File: src/wflm_pkg.sv
// package: types, constants and codes of the flow monitor
`default_nettype none
package wflm_pkg;
  localparam int HistDepth = 32;
  localparam int HistAw = $clog2(HistDepth);
  localparam int HistCw = $clog2(HistDepth + 1);

  localparam logic [2:0] OP_PULSE = 3'd0;
  localparam logic [2:0] OP_TICK = 3'd1;
  localparam logic [2:0] OP_CMD = 3'd2;
  localparam logic [2:0] OP_TIMEOUT = 3'd3;
  localparam logic [2:0] OP_READ = 3'd4;

  localparam logic [7:0] CMD_ACK = 8'h10;
  localparam logic [7:0] CMD_STATUS = 8'h11;
  localparam logic [7:0] CMD_OPEN = 8'h12;
  localparam logic [7:0] CMD_CLOSE = 8'h13;
  localparam logic [7:0] CMD_ARM = 8'h14;
  localparam logic [7:0] CMD_DISARM = 8'h15;
  localparam logic [7:0] CMD_INTERVAL = 8'h16;
  localparam logic [7:0] CMD_CLEAR = 8'h17;

  localparam logic [7:0] F_LEAK = 8'h01;
  localparam logic [7:0] F_BIG = 8'h02;
  localparam logic [7:0] F_FAULT = 8'h04;
  localparam logic [7:0] F_OVER = 8'h08;
  localparam logic [7:0] F_TIMEOUT = 8'h10;
  localparam logic [7:0] F_BADCMD = 8'h20;
  localparam logic [7:0] F_FULL = 8'h80;
  localparam logic [7:0] F_MASK = 8'hBF;

  localparam logic [2:0] V_IDLE = 3'd0;
  localparam logic [2:0] V_OPEN = 3'd1;
  localparam logic [2:0] V_REQ = 3'd2;
  localparam logic [2:0] V_CLOSED = 3'd3;
  localparam logic [2:0] V_FAULT = 3'd4;

  localparam logic [2:0] REG_PPG = 3'd0;
  localparam logic [2:0] REG_LEAK_TH = 3'd1;
  localparam logic [2:0] REG_LEAK_SUS = 3'd2;
  localparam logic [2:0] REG_BIG_TH = 3'd3;
  localparam logic [2:0] REG_SETTLE = 3'd4;
  localparam logic [2:0] REG_FAULT_MIN = 3'd5;
  localparam logic [2:0] REG_TICKS = 3'd6;

  // quotient bits needed: dividend is at most 655350 + 32767 < 2^20
  localparam int DivNw = 20;
  localparam int DivCw = $clog2(DivNw + 1);

  typedef struct packed {
    logic [2:0] opcode;
    logic [7:0] cmd_code;
    logic [7:0] cmd_arg;
    logic [7:0] cmd_check;
    logic [4:0] history_index;
  } in_beat_t;

  typedef struct packed {
    logic       minute_done;
    logic [7:0] minute_flow;
    logic [7:0] flag_bits;
    logic [2:0] valve_mode;
    logic       valve_drive;
    logic [1:0] wake_request;
    logic [5:0] history_count;
    logic [4:0] history_head;
    logic [7:0] history_value;
    logic       command_ok;
    logic       armed_now;
  } out_beat_t;

  typedef struct packed {
    logic              start;
    logic [DivNw-1:0]  dividend;
    logic [15:0]       divisor;
  } div_req_t;

  typedef struct packed {
    logic       done;
    logic       busy;
    logic [7:0] flow;
    logic       over;
  } div_rsp_t;
endpackage
`default_nettype wire

File: src/wflm_ram.sv
// generic single-port ram with registered read
`default_nettype none
module wflm_ram #(
  parameter int Width = 8,
  parameter int Depth = 32
) (
  input  wire logic                     clk,
  input  wire logic                     we,
  input  wire logic [$clog2(Depth)-1:0] addr,
  input  wire logic [Width-1:0]         wdata,
  output logic      [Width-1:0]         rdata
);
  logic [Width-1:0] mem [Depth];

  always_ff @(posedge clk) begin
    if (we) begin
      mem[addr] <= wdata;
    end
    rdata <= mem[addr];
  end
endmodule
`default_nettype wire

File: src/wflm_div.sv
// shift-subtract divider, one quotient bit a cycle, saturating to 8 bits
`default_nettype none
module wflm_div (
  input  wire logic                clk,
  input  wire logic                rst_n,
  input  wire wflm_pkg::div_req_t  req,
  output wflm_pkg::div_rsp_t       rsp
);
  import wflm_pkg::*;

  logic             busy_r, busy_nxt;
  logic             done_r, done_nxt;
  logic [DivCw-1:0] cnt_r, cnt_nxt;
  logic [DivNw-1:0] num_r, num_nxt;
  logic [DivNw-1:0] quo_r, quo_nxt;
  logic [16:0]      rem_r, rem_nxt;
  logic [15:0]      den_r, den_nxt;
  logic [16:0]      trial;
  logic [16:0]      diff;

  always_comb begin
    busy_nxt = busy_r;
    done_nxt = 1'b0;
    cnt_nxt = cnt_r;
    num_nxt = num_r;
    quo_nxt = quo_r;
    rem_nxt = rem_r;
    den_nxt = den_r;
    trial = {rem_r[15:0], num_r[DivNw-1]};
    diff = trial - {1'b0, den_r};
    if (req.start) begin
      busy_nxt = 1'b1;
      cnt_nxt = DivCw'(DivNw);
      num_nxt = req.dividend;
      quo_nxt = '0;
      rem_nxt = '0;
      den_nxt = req.divisor;
    end else if (busy_r) begin
      num_nxt = {num_r[DivNw-2:0], 1'b0};
      if (trial >= {1'b0, den_r}) begin
        rem_nxt = diff;
        quo_nxt = {quo_r[DivNw-2:0], 1'b1};
      end else begin
        rem_nxt = trial;
        quo_nxt = {quo_r[DivNw-2:0], 1'b0};
      end
      cnt_nxt = cnt_r - 1'b1;
      if (cnt_r == DivCw'(1)) begin
        busy_nxt = 1'b0;
        done_nxt = 1'b1;
      end
    end
  end

  always_ff @(posedge clk) begin
    if (!rst_n) begin
      busy_r <= 1'b0;
      done_r <= 1'b0;
      cnt_r <= '0;
    end else begin
      busy_r <= busy_nxt;
      done_r <= done_nxt;
      cnt_r <= cnt_nxt;
    end
    num_r <= num_nxt;
    quo_r <= quo_nxt;
    rem_r <= rem_nxt;
    den_r <= den_nxt;
  end

  // zero divisor gives all-ones quotient, which saturates as required
  always_comb begin
    rsp.done = done_r;
    rsp.busy = busy_r;
    rsp.over = (quo_r > DivNw'(255));
    rsp.flow = rsp.over ? 8'hFF : quo_r[7:0];
  end
endmodule
`default_nettype wire

File: src/water_flow_leak_monitor.sv
// top level: flow monitor sequencer, divider and shared history ram
// pulse, command, timeout and non-closing tick beats go through S_EXEC and S_OUT
// to the result register; history reads also pass S_RDWT (ram read is registered)
// a minute-closing tick passes S_EXEC, S_DIV for the 20-step serial divider, S_CHECK and S_OUT
// one beat in flight at a time; in_ready low until its result is taken
// rst_n synchronous active low: registers to their defaults, valve idle,
// shutoff armed, report interval 32; history ram contents are not cleared
`default_nettype none
module water_flow_leak_monitor (
  input  wire logic                 clk,
  input  wire logic                 rst_n,
  input  wire logic                 in_valid,
  output logic                      in_ready,
  input  wire wflm_pkg::in_beat_t   in_data,
  output logic                      out_valid,
  input  wire logic                 out_ready,
  output wflm_pkg::out_beat_t       out_data,
  input  wire logic                 cfg_we,
  input  wire logic [2:0]           cfg_index,
  input  wire logic [15:0]          cfg_wdata
);
  import wflm_pkg::*;

  typedef enum logic [5:0] {
    S_IDLE  = 6'b000001,
    S_EXEC  = 6'b000010,
    S_RDWT  = 6'b000100,
    S_DIV   = 6'b001000,
    S_CHECK = 6'b010000,
    S_OUT   = 6'b100000
  } state_t;

  state_t state_r, state_nxt;

  // configuration registers
  logic [15:0] ppg_r;
  logic [7:0]  leak_th_r, leak_sus_r, big_th_r, settle_min_r, fault_min_r, ticks_r;

  // block state
  logic [15:0]     pulses_r, pulses_nxt;
  logic [7:0]      tick_r, tick_nxt;
  logic [7:0]      flow_r, flow_nxt;
  logic [HistAw-1:0] head_r, head_nxt;
  logic [HistCw-1:0] count_r, count_nxt;
  logic [7:0]      ev_r, ev_nxt;
  logic [7:0]      leak_run_r, leak_run_nxt;
  logic [2:0]      valve_r, valve_nxt;
  logic            armed_r, armed_nxt;
  logic [HistCw-1:0] interval_r, interval_nxt;
  logic [7:0]      settle_r, settle_nxt;
  logic [7:0]      cfrun_r, cfrun_nxt;

  // per-beat holding
  in_beat_t        beat_r, beat_nxt;
  out_beat_t       res_r, res_nxt;
  logic            out_valid_r, out_valid_nxt;
  logic            done_nxt_b;
  logic [1:0]      wake_v;
  logic            ok_v;
  logic            hit_r, hit_nxt;

  // divider and shared history ram
  div_req_t        dreq;
  div_rsp_t        drsp;
  logic            ram_we;
  logic [HistAw-1:0] ram_addr;
  logic [7:0]      ram_wdata, ram_rdata;

  wflm_div u_div (.clk(clk), .rst_n(rst_n), .req(dreq), .rsp(drsp));

  wflm_ram #(.Width(8), .Depth(HistDepth)) u_ram (
    .clk(clk), .we(ram_we), .addr(ram_addr), .wdata(ram_wdata), .rdata(ram_rdata)
  );

  // config writes, taken any time
  always_ff @(posedge clk) begin
    if (!rst_n) begin
      ppg_r <= 16'd450;
      leak_th_r <= 8'd1;
      leak_sus_r <= 8'd10;
      big_th_r <= 8'd80;
      settle_min_r <= 8'd1;
      fault_min_r <= 8'd3;
      ticks_r <= 8'd60;
    end else if (cfg_we) begin
      unique case (cfg_index)
        REG_PPG:       ppg_r <= cfg_wdata;
        REG_LEAK_TH:   leak_th_r <= cfg_wdata[7:0];
        REG_LEAK_SUS:  leak_sus_r <= cfg_wdata[7:0];
        REG_BIG_TH:    big_th_r <= cfg_wdata[7:0];
        REG_SETTLE:    settle_min_r <= cfg_wdata[7:0];
        REG_FAULT_MIN: fault_min_r <= cfg_wdata[7:0];
        REG_TICKS:     ticks_r <= cfg_wdata[7:0];
        default: ;
      endcase
    end
  end

  assign in_ready = (state_r == S_IDLE) && !out_valid_r;

  // dividend = pulses*10 + ppg/2, both fit well under 2^20
  logic [DivNw-1:0] dividend;
  logic [7:0]       tick_inc;
  logic [7:0]       m;
  logic [7:0]       lr, cr, sc;
  logic             evf;
  logic             cmd_good;
  logic [HistAw-1:0] rd_pos;

  assign dividend = DivNw'({pulses_r, 3'b000}) + DivNw'({pulses_r, 1'b0})
                  + DivNw'(ppg_r[15:1]);
  assign tick_inc = tick_r + 8'd1;
  // chronological index to ring position, wraps modulo the depth
  assign rd_pos = head_r - count_r[HistAw-1:0] + beat_r.history_index[HistAw-1:0];

  always_comb begin
    state_nxt = state_r;
    pulses_nxt = pulses_r;
    tick_nxt = tick_r;
    flow_nxt = flow_r;
    head_nxt = head_r;
    count_nxt = count_r;
    ev_nxt = ev_r;
    leak_run_nxt = leak_run_r;
    valve_nxt = valve_r;
    armed_nxt = armed_r;
    interval_nxt = interval_r;
    settle_nxt = settle_r;
    cfrun_nxt = cfrun_r;
    beat_nxt = beat_r;
    hit_nxt = hit_r;
    out_valid_nxt = out_valid_r;
    res_nxt = res_r;
    done_nxt_b = 1'b0;
    wake_v = 2'd0;
    ok_v = 1'b0;
    dreq = '0;
    ram_we = 1'b0;
    ram_addr = rd_pos;
    ram_wdata = drsp.flow;
    m = drsp.flow;
    lr = leak_run_r;
    cr = cfrun_r;
    sc = settle_r;
    evf = 1'b0;
    cmd_good = 1'b0;
    if (out_valid_r && out_ready) begin
      out_valid_nxt = 1'b0;
    end
    unique case (state_r)
      S_IDLE: begin
        if (in_valid && in_ready) begin
          beat_nxt = in_data;
          state_nxt = S_EXEC;
        end
      end
      S_EXEC: begin
        state_nxt = S_OUT;
        case (beat_r.opcode)
          OP_PULSE: begin
            if (pulses_r != 16'hFFFF) pulses_nxt = pulses_r + 16'd1;
          end
          OP_TICK: begin
            if (tick_inc >= ticks_r) begin
              tick_nxt = '0;
              dreq.start = 1'b1;
              dreq.dividend = dividend;
              dreq.divisor = ppg_r;
              state_nxt = S_DIV;
            end else begin
              tick_nxt = tick_inc;
            end
          end
          OP_CMD: begin
            if (beat_r.cmd_code == CMD_INTERVAL) begin
              if (beat_r.cmd_check != (beat_r.cmd_code ^ beat_r.cmd_arg)) begin
                ev_nxt = ev_r | F_BADCMD;
              end else if (beat_r.cmd_arg != 8'd0 &&
                           beat_r.cmd_arg <= 8'(HistDepth)) begin
                interval_nxt = HistCw'(beat_r.cmd_arg);
                ok_v = 1'b1;
              end else begin
                ev_nxt = ev_r | F_BADCMD;
              end
            end else begin
              cmd_good = beat_r.cmd_code >= CMD_ACK && beat_r.cmd_code <= CMD_CLEAR
                         && beat_r.cmd_check == beat_r.cmd_code;
              if (!cmd_good) begin
                ev_nxt = ev_r | F_BADCMD;
              end else begin
                ok_v = 1'b1;
                unique case (beat_r.cmd_code)
                  CMD_ACK: begin
                    head_nxt = '0;
                    count_nxt = '0;
                    ev_nxt = ev_r & ~F_FULL;
                  end
                  CMD_OPEN:   if (valve_r != V_FAULT) valve_nxt = V_OPEN;
                  CMD_CLOSE:  if (valve_r != V_CLOSED && valve_r != V_FAULT)
                                valve_nxt = V_REQ;
                  CMD_ARM:    armed_nxt = 1'b1;
                  CMD_DISARM: armed_nxt = 1'b0;
                  CMD_CLEAR: begin
                    ev_nxt = '0;
                    if (valve_r == V_FAULT) valve_nxt = V_IDLE;
                  end
                  default: ;
                endcase
              end
            end
          end
          OP_TIMEOUT: ev_nxt = ev_r | F_TIMEOUT;
          OP_READ: begin
            hit_nxt = HistCw'(beat_r.history_index) < count_r;
            state_nxt = S_RDWT;
          end
          default: ;
        endcase
        res_nxt.command_ok = ok_v;
        res_nxt.minute_done = 1'b0;
        res_nxt.wake_request = 2'd0;
        res_nxt.history_value = '0;
      end
      S_RDWT: begin
        // ram output valid now
        state_nxt = S_OUT;
      end
      S_DIV: begin
        if (drsp.done) begin
          // store the minute and update flags
          ram_we = 1'b1;
          ram_addr = head_r;
          head_nxt = head_r + 1'b1;
          if (count_r < HistCw'(HistDepth)) count_nxt = count_r + 1'b1;
          flow_nxt = m;
          pulses_nxt = '0;
          ev_nxt = ev_r | (drsp.over ? F_OVER : 8'h00);
          state_nxt = S_CHECK;
        end
      end
      S_CHECK: begin
        m = flow_r;
        ev_nxt = ev_r;
        if (m >= big_th_r) begin
          ev_nxt = ev_nxt | F_BIG;
          evf = 1'b1;
        end
        if (m >= leak_th_r && m < big_th_r) begin
          lr = (leak_run_r != 8'hFF) ? leak_run_r + 8'd1 : leak_run_r;
          if (lr >= leak_sus_r) begin
            ev_nxt = ev_nxt | F_LEAK;
            evf = 1'b1;
          end
        end else if (m < leak_th_r) begin
          lr = '0;
        end
        leak_run_nxt = lr;
        valve_nxt = valve_r;
        if (armed_r && (ev_nxt & (F_LEAK | F_BIG)) != 8'h00 &&
            valve_r != V_CLOSED && valve_r != V_FAULT) begin
          valve_nxt = V_REQ;
        end
        if (valve_nxt == V_CLOSED) begin
          if (m >= leak_th_r) begin
            cr = (cfrun_r != 8'hFF) ? cfrun_r + 8'd1 : cfrun_r;
            if (cr >= fault_min_r) begin
              valve_nxt = V_FAULT;
              ev_nxt = ev_nxt | F_FAULT;
              evf = 1'b1;
            end
          end else begin
            cr = '0;
          end
        end
        if (count_r >= interval_r) ev_nxt = ev_nxt | F_FULL;
        if ((ev_nxt & F_FULL) != 8'h00) wake_v = 2'd1;
        else if (evf) wake_v = 2'd2;
        if (valve_nxt == V_REQ) begin
          sc = (settle_r != 8'hFF) ? settle_r + 8'd1 : settle_r;
          if (sc >= settle_min_r) begin
            valve_nxt = V_CLOSED;
            cr = '0;
          end
        end else begin
          sc = '0;
        end
        cfrun_nxt = cr;
        settle_nxt = sc;
        done_nxt_b = 1'b1;
        res_nxt.minute_done = done_nxt_b;
        res_nxt.wake_request = wake_v;
        res_nxt.command_ok = 1'b0;
        res_nxt.history_value = '0;
        state_nxt = S_OUT;
      end
      S_OUT: begin
        // status fields from state as it now stands
        res_nxt.minute_flow = flow_r;
        res_nxt.flag_bits = ev_r & F_MASK;
        res_nxt.valve_mode = valve_r;
        res_nxt.valve_drive = valve_r == V_REQ || valve_r == V_CLOSED || valve_r == V_FAULT;
        res_nxt.history_count = 6'(count_r);
        res_nxt.history_head = 5'(head_r);
        res_nxt.armed_now = armed_r;
        if (beat_r.opcode == OP_READ) res_nxt.history_value = hit_r ? ram_rdata : 8'h00;
        out_valid_nxt = 1'b1;
        state_nxt = S_IDLE;
      end
      default: state_nxt = S_IDLE;
    endcase
  end

  always_ff @(posedge clk) begin
    if (!rst_n) begin
      state_r <= S_IDLE;
      pulses_r <= '0;
      tick_r <= '0;
      flow_r <= '0;
      head_r <= '0;
      count_r <= '0;
      ev_r <= '0;
      leak_run_r <= '0;
      valve_r <= V_IDLE;
      armed_r <= 1'b1;
      interval_r <= HistCw'(HistDepth);
      settle_r <= '0;
      cfrun_r <= '0;
      out_valid_r <= 1'b0;
      hit_r <= 1'b0;
    end else begin
      state_r <= state_nxt;
      pulses_r <= pulses_nxt;
      tick_r <= tick_nxt;
      flow_r <= flow_nxt;
      head_r <= head_nxt;
      count_r <= count_nxt;
      ev_r <= ev_nxt;
      leak_run_r <= leak_run_nxt;
      valve_r <= valve_nxt;
      armed_r <= armed_nxt;
      interval_r <= interval_nxt;
      settle_r <= settle_nxt;
      cfrun_r <= cfrun_nxt;
      out_valid_r <= out_valid_nxt;
      hit_r <= hit_nxt;
    end
    beat_r <= beat_nxt;
    res_r <= res_nxt;
  end

  assign out_valid = out_valid_r;
  assign out_data = res_r;
endmodule
`default_nettype wire

File: config.mk
export PLATFORM = sky130hd
export DESIGN_NAME = water_flow_leak_monitor
export DESIGN_NICKNAME = d
export VERILOG_FILES = /design/src/wflm_pkg.sv /design/src/wflm_ram.sv /design/src/wflm_div.sv /design/src/water_flow_leak_monitor.sv
export SDC_FILE = /design/constraint.sdc
export NUM_CORES = 1
export LEC_CHECK = 0
export ABC_AREA = 1
export BUFFER_PORTS_ARGS = -buffer_cell sky130_fd_sc_hd__buf_2
export CAP_MARGIN = 20
export CORE_MARGIN = 4
export CORE_UTILIZATION = 33
export CTS_CLUSTER_DIAMETER = 100
export DETAILED_ROUTE_END_ITERATION = 10
export HOLD_SLACK_MARGIN = 0.03
export PLACE_DENSITY = 0.49
export SETUP_SLACK_MARGIN = 0.1
export SLEW_MARGIN = 20
export SYNTH_ARGS = -nofsm -noshare
export SYNTH_HDL_FRONTEND = slang
export SYNTH_SLANG_ARGS = --single-unit
File: constraint.sdc
create_clock -name clk -period 8.7 [get_ports clk]
set_clock_uncertainty 0.1 [all_clocks]
set_input_delay 0.87 -clock clk [delete_from_list [all_inputs] [get_ports clk]]
set_output_delay 0.87 -clock clk [all_outputs]
set_load 0.01 [all_outputs]
# Yosys cells after proc, flatten, opt, wreduce, memory -nomap -nowiden
# Memories as Yosys holds them, arrays and structs flattened. A register that Yosys moved wholly into a read port is not among the register bits.
# Index checks and enable logic that the tools add are counted.
# totals
wordCells,313
reg_bits,311
n_memories,1
out_inout_bits,46
ram_bits,256
# op_classes
mux,110
n_addsub,13
n_bitwise,6
n_eq_ne,63
n_reduce_logical,55
magnitude_cmp,16
# memory_table
memory,words,width,read_ports,rd_clocked_by_memory_dff,write_ports,line,rtl
u_ram.mem,32,8,1,1,1,wflm_ram.sv:13,logic [Width-1:0] mem [Depth];
# ops
operator,count
$mux 8,20
$mux 37,3
$mux 6,11
$mux 16,4
$eq 8x5->1 const B,7
$mux 3,17
$ge 8x8->1,6
$pmux 8 s2,3
$mux 5,9
$mux 20,2
$add 8x1->8 const B,4
$pmux 16 s2,1
$reduce_and 2->1,14
$reduce_and 7->1,4
$mux 1,25
$eq 3x2->1 const B,8
$ne 8x8->1 const B,3
$pmux 6 s2,2
$pmux 6 s4,1
$pmux 8 s3,1
$ne 3x3->1 const B,7
$add 19x17->20,1
$add 20x15->20,1
$gt 20x8->1 const B,1
other kinds (58),108

# Logic depth before layout (Yosys ltp)
# Gate-level depths: netlist of run 1.
# logic_depth
ltp_word,19
mapped_depth,22
mapped_depth_nobuf,22

# Cells and area by module
# A second synthesis of run 1 with hierarchy kept.
# hier_totals
hier_cells,3158
hier_area_um2,27920.5
# by_module_without_submodules
module,area_per_inst_um2,n_inst,cells_per_inst,seq_area_each_um2
water_flow_leak_monitor,12746.0,1,1541,5375.2
wflm_ram,10988.0,1,1063,7847.5
wflm_div,4186.5,1,554,1941.9

# Least setup slack after synthesis of run 1
# OpenSTA, ideal clock, no wires.
# synth_path
path_type,reg-to-reg
start,reg state_r[2]
end,"reg res_r (netlist bit out_data[2]), enable pin"
path_buffers,0
path_slack_ps,4631
setup_time_ps,375
synth_period_minus_slack_ps,4069
arrival_ps,3594
stages_incl_launch_ff,8
cell_sequence,dfxtp_1 -> inv_1 -> nand2_1 -> nor2_1 -> inv_1 -> nor3_1 -> inv_1 -> o21bai_1
# synth_via
elab_chain_len,4
elab_cells_between_ends,7
classes_between,eq/ne (4); reduce/logical (3)
# synth_lines
item,line,rtl
from (decl),water_flow_leak_monitor.sv:33,"state_t state_r, state_nxt;"
from (signal assigned),water_flow_leak_monitor.sv:331,state_r <= state_nxt;
$eq 6x5->1 / $eq 6x2->1 (equally long branches),water_flow_leak_monitor.sv:150,unique case (state_r)
$reduce_or 2->1 (no source line),-,
$reduce_bool 2->1 (no source line),-,
$reduce_and 2->1 (no source line) (*),-,
to (signal assigned),water_flow_leak_monitor.sv:348,res_r <= res_nxt;
to (decl),water_flow_leak_monitor.sv:55,"out_beat_t res_r, res_nxt;"
# Every way passes the cells marked *; elsewhere a longest branch is shown, timed or not.
# A chain may end at the register's enable or synchronous reset.

# Worst setup path after layout of run 1
# layout_path
start,reg count_r[0]
end,"mem u_ram.mem[10][2], enable pin"
# layout_via
elab_chain_len,4
# layout_lines
item,line,rtl
from (decl),water_flow_leak_monitor.sv:44,"logic [HistCw-1:0] count_r, count_nxt;"
from (signal assigned),water_flow_leak_monitor.sv:336,count_r <= count_nxt;
$sub 5x5->5 (*),water_flow_leak_monitor.sv:114,assign rd_pos = head_r - count_r[HistAw-1:0] + beat_r.history_index[HistAw-1:0];
$add 5x5->5 (*),water_flow_leak_monitor.sv:114,
$mux 5,water_flow_leak_monitor.sv:229,if (drsp.done) begin
$mux 5 (*),water_flow_leak_monitor.sv:150,
to (decl),wflm_ram.sv:13,
# Marks and branches as above.

==> results of run 1 <==
[layout make-up]
cell class | count | area, um2 | share of cell area (%)
clock buffers | 86 | 1822 | 5.961
flip-flops and latches | 574 | 15160 | 49.62
clock inverters | 36 | 386.6 | 1.265
well taps | 1060 | 1326 | 4.340
repair buffers | 118 | 635.6 | 2.080
multi-input cells | 1791 | 10050 | 32.90
inverters | 312 | 1171 | 3.832
[flip-flops by register name, indices dropped and copies added, names as in the netlist, 8 cells and up]
| register | cells |
|---|---|
| u_ram.mem | 256 |
| out_data | 43 |
| beat_r | 32 |
| u_div.num_r | 20 |
| u_div.quo_r | 20 |
| ppg_r | 16 |
| pulses_r | 16 |
| u_div.den_r | 16 |
| u_div.rem_r | 16 |
| big_th_r | 8 |
| cfrun_r | 8 |
| fault_min_r | 8 |
| flow_r | 8 |
| leak_run_r | 8 |
| leak_sus_r | 8 |
| leak_th_r | 8 |
| settle_min_r | 8 |
| settle_r | 8 |
| tick_r | 8 |
| ticks_r | 8 |
| u_ram.rdata | 8 |
[stage by stage]
| step | setup slack, ns | utilization, % | hold WS [ns] |
|---|---|---|---|
| after floorplan | 4.631 | - | 0.3082 |
| after global placement | 3.565 | 35.14 | 0.3295 |
| after detailed placement | 3.518 | 35.14 | 0.3253 |
| after CTS | 3.460 | 37.88 | 0.3061 |
| after global routing | 3.061 | 37.88 | 0.3154 |
| final | 3.478 | 37.88 | 0.3385 |
[where the power goes]
part | leakage, uW | internal (uW) | switching (uW)
Sequential | 0.00409 | 2940 | 40.8
Combinational | 0.00621 | 260 | 567
Clock | 0.00106 | 1670 | 1150
Total | 0.0114 | 4880 | 1750
[placed cells by master (no fill, tap or decap), types with 4 or more instances in the layout]
cell type,synthesis,layout
a21oi_1,226,226
clkinv_2,0,9
nand3_1,181,181
fa_1,18,18
clkinvlp_4,0,6
a31oi_1,14,14
o211ai_1,16,16
o21a_1,4,4
nand3b_1,5,5
nor2_1,212,212
dfxtp_1,207,207
a21o_1,6,6
ha_1,108,108
nor3_1,33,31
nand2_2,4,13
bufinv_16,0,6
o22ai_1,23,23
clkbuf_1,57,15
buf_2,27,100
inv_2,11,12
nand4_1,138,138
inv_1,300,299
o21ai_0,146,146
nor4_1,5,5
o21bai_1,32,32
nor3_2,3,5
edfxtp_1,367,367
clkbuf_16,0,70
xor2_1,32,32
clkinv_1,1,11
buf_4,9,18
nand2_1,499,489
nor3b_1,4,4
xnor2_1,30,30
a211oi_1,15,15
[metal layers]
| metal | part of all wire (%) | vias to the layer above |
|---|---|---|
| li1 | - | 9820 |
| met1 | 46 | 9650 |
| met2 | 46 | 491 |
| met3 | 5.3 | 112 |
| met4 | 2.8 | 0 |
| met5 | 0 | - |
[logic make-up (layout without fill, tap and decap cells)]
| kind of cell | count (synthesis) | count (layout) | share of synthesized area, % |
|---|---|---|---|
| muxes | 1 | 1 | 0.04190 |
| AOI/OAI and AO/OA | 501 | 501 | 10.46 |
| DFF | 574 | 574 | 56.42 |
| xor gates and xnor gates | 62 | 62 | 2.020 |
| and+or+nand+nor | 1100 | 1100 | 18.32 |
| other | 1 | 1 | 0.01395 |
| adders and majority gates | 126 | 126 | 6.369 |
| buffers and inverters | 425 | 552 | 6.355 |
[how the worst max path moves through the flow]
stage | to | slack (ns) | depth (start not counted)
2_1_floorplan | out_data[2] | 4.63 | 7
3_3_place_gp | u_ram.mem[10][4] | 3.56 | 12
3_5_place_dp | u_ram.mem[22][4] | 3.52 | 11
4_1_cts | u_ram.mem[10][2] | 3.46 | 11
5_1_grt | u_ram.mem[10][2] | 3.06 | 11
6_report | u_ram.mem[10][2] | 3.48 | 11
==> impl_metrics.json, run 1 <==
{
  "yosysSeqAreaShare_pct": 56.42,
  "drt-total-wl_um": 73020,
  "grt_overflow": 0,
  "cp_slowest_cell": "buf_4",
  "clock_sinks": 574,
  "period_share_pct": 60.02,
  "drive_gt1_share_pct": 9.222,
  "max-slew-margin-rel_pct": 33.73,
  "grt_pass1_wl_um": 112700,
  "power_uw": 6632,
  "drtAntennaViolNets": 0,
  "fmax_ghz": 0.1915,
  "max_stage_delay_ns": 0.76,
  "r2r-end": "u_ram.mem[10][2]",
  "first_pass_iters": 5,
  "critPathArrivalTime_ns": 5.35,
  "avgSynthCellArea_um2": 9.633,
  "start_util_pct": 33.31,
  "syn-num-nets": 2972,
  "synth_cells": 2790,
  "finalCriticalPeriod_ns": 5.222,
  "worstSetupEndpointType": "flop",
  "slew_viol_final": 0,
  "n_antenna_cell": 0,
  "vias_per_cell": 5.047,
  "core_um2": 80680,
  "hold_viol_final": 0,
  "tightest_slew_ns": 0.9941,
  "synth_top_area_share_pct": 41.01,
  "path_cells": "ha_1, inv_1, ha_1, o21ai_0, nand2_4, nand2_2, buf_4, nand2_1, inv_2, nand2_1, nor2_1",
  "holdPathEnd": "out_data[32]",
  "yosys-top-cells-count": "nand2_1, edfxtp_1, inv_1",
  "hold_start": "ev_r[5]",
  "cts_max_level": 3,
  "use_met3_pct": 2.789,
  "ys_warn_count": 0,
  "initialDrtViolationCount": 1623,
  "io_pins": 102,
  "synth_area_um2": 26880,
  "placed_area_um2": 28350,
  "grt_max_degree": 92,
  "grt-busiest-layer": "met2",
  "ys_ff_latch": 574,
  "insertion_delay_ns": 0.60,
  "path_delay_family": "simple AND/OR/NAND/NOR gates",
  "grt_use_met1_pct": 22.58,
  "synth_edf_count": 367,
  "grt_pass1_vias": 19430,
  "dieArea_um2": 86070,
  "use_met2_pct": 27.12,
  "vias": 20073,
  "cts_max_path_buffers": 3,
  "cts_root_buf": "clkbuf_16",
  "drv_cap": 0,
  "leakage_uw": 0.01136,
  "rrSetupSlack_ns": 3.48,
  "nFillCells": 8038,
  "hpwl_um": 49360,
  "route.detailed.drc": 0,
  "synth-async-reset-ratio_pct": 0,
  "final_area_um2": 30560,
  "rsz0062_at_grt": "false",
  "hold_path_depth": 0,
  "required_ns": 8.83,
  "finalNetCount": 3046,
  "wl_per_cell_um": 18.36,
  "synth_area_leaders": "edfxtp_1, dfxtp_1, nand2_1",
  "track_usage_pct": 16.64,
  "cts_tree": "yes",
  "postCtsSetupRepairBufs": 0,
  "syn2layout_area_growth_pct": 13.71,
  "hold_path.class": "flop to flop",
  "reg2reg_depth": 11,
  "status": "finished clean",
  "io_buffers": 100,
  "path_class": "flop to flop",
  "clkSlewWorstSetupHoldPaths_ns": 0.06,
  "ys.flop_type": "edfxtp_1",
  "num_rows": 104,
  "grt_antenna_before_repair": 3,
  "crit_start": "count_r[0]",
  "setup_tns_ns": 0,
  "chipWidth_um": 293.4,
  "yosysMostFrequentCell": "nand2_1",
  "synth_top_area_cell": "edfxtp_1",
  "worstSetupStartpointType": "flop",
  "setup_viol": 0,
  "ys_types": 57,
  "cts_resized": 0,
  "r2r-start": "count_r[0]",
  "fin_cells": 3977,
  "ctsHoldBuffers": 0,
  "cp_num_buf_inv": 3,
  "power_density_nw_per_um2": 217.0,
  "path_max_fanout": 91,
  "ir_worst_vdd_uv": 104.8,
  "placedCellCount": 3855,
  "cts_made_buffers": 67,
  "gp_congestion": 0.8285,
  "die_h_um": 293.4
}
No activity file was read; power rests on OpenSTA's default activity.
==> run 2: changes to the inputs <==
clock period = 5.41 ns   (was 8.7 ns; I/O delays follow)
==> run 2 against run 1 <==
  * Wire length up 1.7%
  * Hold slack worse by 0.27 ns
  * Largest cell class unchanged
  * Maximum frequency is 17% higher
  * Combinational power is 69% higher
  * Non-clock buffer count rose by 34
  * Cell area up 1.6%
  * Cell count rose by 1.0%
  * Sequential power rose by 61%
  * Power up 65%
==> impl_metrics.json, run 2 (synthesis results as in run 1) <==
{
  "status": "finished clean",
  "initialDrtViolationCount": 1528,
  "slew_viol_final": 0,
  "cts_tree": "yes",
  "start_util_pct": 33.31,
  "fmax_ghz": 0.2232,
  "io_buffers": 100,
  "power_uw": 10960,
  "hold_start": "cfg_wdata[8]",
  "postCtsSetupRepairBufs": 0,
  "cp_slowest_cell": "nor2_1",
  "cts_resized": 0,
  "grt_max_degree": 91,
  "cts_max_level": 3,
  "drtAntennaViolNets": 0,
  "wl_per_cell_um": 18.48,
  "hpwl_um": 50210,
  "path_cells": "inv_1, fa_1, inv_1, fa_1, nand2_1, nand2_1, a21oi_1, nor2_1, o21ai_0, o21ai_1, buf_4, nor3_2, inv_1, nor2_1",
  "max-slew-margin-rel_pct": 34.39,
  "power_density_nw_per_um2": 352.7,
  "multi_input_area_um2": 10050,
  "finalNetCount": 3082,
  "core_um2": 80680,
  "path_max_fanout": 9,
  "nFillCells": 7965,
  "period_share_pct": 82.81,
  "worstSetupStartpointType": "flop",
  "placed_area_um2": 28380,
  "hold_viol_final": 0,
  "tightest_slew_ns": 0.9806,
  "largest_register_ffs": 256,
  "final_common_cell": "nand2_1",
  "grt_pass1_wl_um": 115200,
  "grt_pass1_vias": 20128,
  "r2r-start": "head_r[1]",
  "track_usage_pct": 17.00,
  "gp_congestion": 0.8420,
  "clock_sinks": 574,
  "dieArea_um2": 86070,
  "final_area_um2": 31060,
  "syn2layout_area_growth_pct": 15.57,
  "io_pins": 102,
  "vias_per_cell": 5.030,
  "cp_common_cell": "inv_1",
  "cts_max_path_buffers": 3,
  "ir_worst_vdd_uv": 269.0,
  "crit_start": "head_r[1]",
  "grt_overflow": 0,
  "vias": 20211,
  "final_cell_mix": "nand2_1, edfxtp_1, inv_1",
  "worstSetupEndpointType": "flop",
  "setup_viol": 0,
  "drt-total-wl_um": 74270,
  "clkSlewWorstSetupHoldPaths_ns": 0.06,
  "finalCriticalPeriod_ns": 4.480,
  "critPathArrivalTime_ns": 4.58,
  "drive_gt1_share_pct": 9.368,
  "chipWidth_um": 293.4,
  "top_register": "u_ram.mem",
  "cts_made_buffers": 69,
  "grt_antenna_before_repair": 1,
  "path_class": "flop to flop",
  "route.detailed.drc": 0,
  "leakage_uw": 0.01159,
  "drv_cap": 0,
  "final_util_pct": 38.50,
  "num_rows": 104,
  "max_stage_delay_ns": 0.56,
  "cts_root_buf": "clkbuf_16",
  "die_h_um": 293.4,
  "rsz0062_at_grt": "false",
  "required_ns": 5.51,
  "hold_path.class": "primary input to flop",
  "setup_tns_ns": 0,
  "final-seq-area_um2": 15160,
  "first_pass_iters": 6,
  "insertion_delay_ns": 0.61
}
run 2: report_power, final:
group,switching (uW),internal (uW),total (uW)
sequential,60.0,4740,4800
combinational,961,437,1400
clock,1910,2860,4760
run 2: stage by stage:
stage / setup WS (ns) / instances / hold slack [ns]
after global routing: 0.5884 / 4018 / 0.05955
after CTS: 0.9284 / 4017 / 0.03539
after detailed placement: 0.9912 / 3857 / 0.3285
after floorplan: 1.341 / 2790 / 0.3082
after global placement: 1.027 / 3857 / 0.3253
final: 0.9301 / 4018 / 0.06651
run 2: cell type report:
cell class | count | area share, %
flip-flops and latches | 574 | 48.82
multi-input cells | 1791 | 32.37
clock buffers | 91 | 6.022
well taps | 1060 | 4.270
inverters | 312 | 3.770
repair buffers | 152 | 3.166
clock inverters | 37 | 1.575
diodes | 1 | 0.008056
run 2: critical path, delay by kind of cell, from the launching register on:
family	cells	cell delay, ns
DFF	1	0.43
buffers and inverters	4	0.74
and+or+nand+nor	5	1.23
adders and majority gates	2	0.97
AOI/OAI and AO/OA	3	0.62
run 2: final timing paths:
check,to,slack [ns],cells after the start
max,u_ram.mem[26][7],0.93,14
min,ppg_r[8],0.07,3
max reg2reg,u_ram.mem[26][7],0.93,14
min reg2reg,out_data[32],0.34,0
run 2: per-layer routing:
layer  track usage, %  up-vias  part of all wire [%]  wire, um
met3            3.590      122                   5.6      4136
li1                 -     9893                     -         -
met2            28.00      503                    47     34950
met1            22.44     9693                    44     32990
met5                0        -                     0         0
met4            5.583        0                   3.0      2196
run 2: timing repair:
| item | CTS | global route |
|---|---|---|
| hold buffers | 32 | 0 |
| endpoints found under the hold margin | 32 | 0 |
| setup endpoints to repair | 0 | 0 |
==> run 3: changes to the inputs <==
PLACE_DENSITY = 0.51   (was 0.49)
clock period = 3.9 ns   (was 5.41 ns; I/O delays follow)
==> run 3 against run 2 <==
  * Power increased by 37%
  * Clock-buffer cell count shrank 7
  * Highest routed layer unchanged
  * Register-to-register slack lost 0.57 ns
==> impl_metrics.json, run 3 (synthesis results as in run 1) <==
{
  "vias": 20443,
  "path_max_fanout": 11,
  "grt_overflow": 0,
  "setup_viol": 0,
  "drt-total-wl_um": 74140,
  "cts_tree": "yes",
  "use_met3_pct": 2.706,
  "chipWidth_um": 293.4,
  "max-slew-margin-rel_pct": 28.82,
  "clock_sinks": 574,
  "largest_register_ffs": 256,
  "use_met2_pct": 27.52,
  "fmax_ghz": 0.2825,
  "clkSlewWorstSetupHoldPaths_ns": 0.06,
  "r2r-start": "head_r[1]",
  "start_util_pct": 33.31,
  "die_h_um": 293.4,
  "grt_use_met1_pct": 22.94,
  "cts_max_path_buffers": 3,
  "initialDrtViolationCount": 1663,
  "drv_cap": 0,
  "grt_pass1_wl_um": 115100,
  "dp_slack_ns": 0.2724,
  "nFillCells": 7975,
  "slew_viol_final": 0,
  "syn2layout_area_growth_pct": 17.27,
  "worstSetupStartpointType": "flop",
  "final-seq-area_um2": 15160,
  "io_buffers": 100,
  "multi_input_area_um2": 10120,
  "wl_per_cell_um": 18.19,
  "grt_max_degree": 129,
  "first_pass_iters": 5,
  "hpwl_um": 49940,
  "required_ns": 4.08,
  "power_density_nw_per_um2": 474.5,
  "hold_path.class": "primary input to flop",
  "reg2reg_depth": 15,
  "fin_ws_ns": 0.3600,
  "num_rows": 104,
  "hold_path_depth": 3,
  "finalNetCount": 3141,
  "status": "finished clean",
  "io_pins": 102,
  "cts_made_buffers": 66,
  "grt_pass1_vias": 20121,
  "period_share_pct": 90.77,
  "top_register": "u_ram.mem",
  "holdPathEnd": "ppg_r[6]",
  "path_class": "flop to flop",
  "final_cell_mix": "nand2_1, edfxtp_1, inv_1",
  "drive_gt1_share_pct": 10.92,
  "tightest_slew_ns": 1.062,
  "hold_start": "cfg_wdata[6]",
  "grt-busiest-layer": "met2",
  "vias_per_cell": 5.017,
  "route.detailed.drc": 0,
  "setup_tns_ns": 0,
  "ir_worst_vdd_uv": 296.7,
  "crit_start": "head_r[1]",
  "grt_antenna_before_repair": 2,
  "cts_max_level": 3,
  "critPathArrivalTime_ns": 3.72,
  "final_common_cell": "nand2_1",
  "cts_root_buf": "clkbuf_16",
  "r2r-end": "u_ram.mem[16][4]",
  "gp_congestion": 0.8546,
  "finalCriticalPeriod_ns": 3.540,
  "drtAntennaViolNets": 0,
  "dieArea_um2": 86070,
  "track_usage_pct": 16.98,
  "rsz0062_at_grt": "true",
  "leakage_uw": 0.01186,
  "hold_viol_final": 0,
  "core_um2": 80680,
  "insertion_delay_ns": 0.62,
  "worstSetupEndpointType": "flop",
  "rrSetupSlack_ns": 0.36
}
-- run 3: where the power goes --
part / switching (uW) / internal, uW / total, uW / leakage, uW
registers: 92.7 / 6570 / 6660 / 0.00409
logic: 1360 / 648 / 2000 / 0.00670
clock network: 2640 / 3650 / 6290 / 0.00107
-- run 3: worst max path at each step --
stage	to	slack, ns
after global placement	u_ram.mem[9][1]	0.31
after detailed placement	u_ram.mem[11][1]	0.27
after global routing	u_ram.mem[17][1]	0.09
after CTS	u_ram.mem[11][5]	0.20
after floorplan	u_ram.mem[24][0]	0.41
final	u_ram.mem[16][4]	0.36
-- run 3: stage by stage --
step / instance area (um2) / total power, uW / hold WS [ns] / cells / util [%]
finish: 31520 / 14950 / 0.05888 / 4075 / 39.07
CTS: 31450 / 15110 / 0.03121 / 4073 / 38.98
global placement: 28810 / 8732 / 0.3397 / 3908 / 35.71
floorplan: 26880 / 8105 / 0.3082 / 2790 / -
detailed placement: 28810 / 8743 / 0.3184 / 3908 / 35.71
global route: 31510 / 15620 / 0.06587 / 4073 / 39.06
-- run 3: area by class of cell --
type                       count  share of cell area [%]
sequential                   574                   48.11
tap                         1060                   4.208
clock inverter                38                   1.449
clock buffer                  84                   5.550
timing repair buffer         214                   4.843
inverter                     312                   3.716
multi-input combinational   1791                   32.10
antenna                        2                 0.01588
-- run 3: worst max-delay path, stage by stage (launching register included) --
cell,delay (ns)
dfxtp_1,0.33
inv_1,0.08
fa_1,0.54
inv_1,0.07
fa_1,0.43
nand2_1,0.09
nand2_1,0.05
a21oi_1,0.15
nor2_1,0.06
o21ai_0,0.15
o21ai_1,0.13
buf_4,0.24
nor3_4,0.31
inv_1,0.17
nor2_1,0.12
buf_4,0.19
-- run 3: layer usage --
layer	up-vias	part of all wire, %
met4	0	3.4
met2	527	47
met3	130	5.0
met5	-	0
li1	10004	-
met1	9782	45
-- run 3: timing repair --
item,in CTS,in global routing
endpoints found under the hold margin,44,0
setup endpoints to repair,0,126
buffers inserted,0,0
hold buffers,43,0
gates resized for setup,0,13
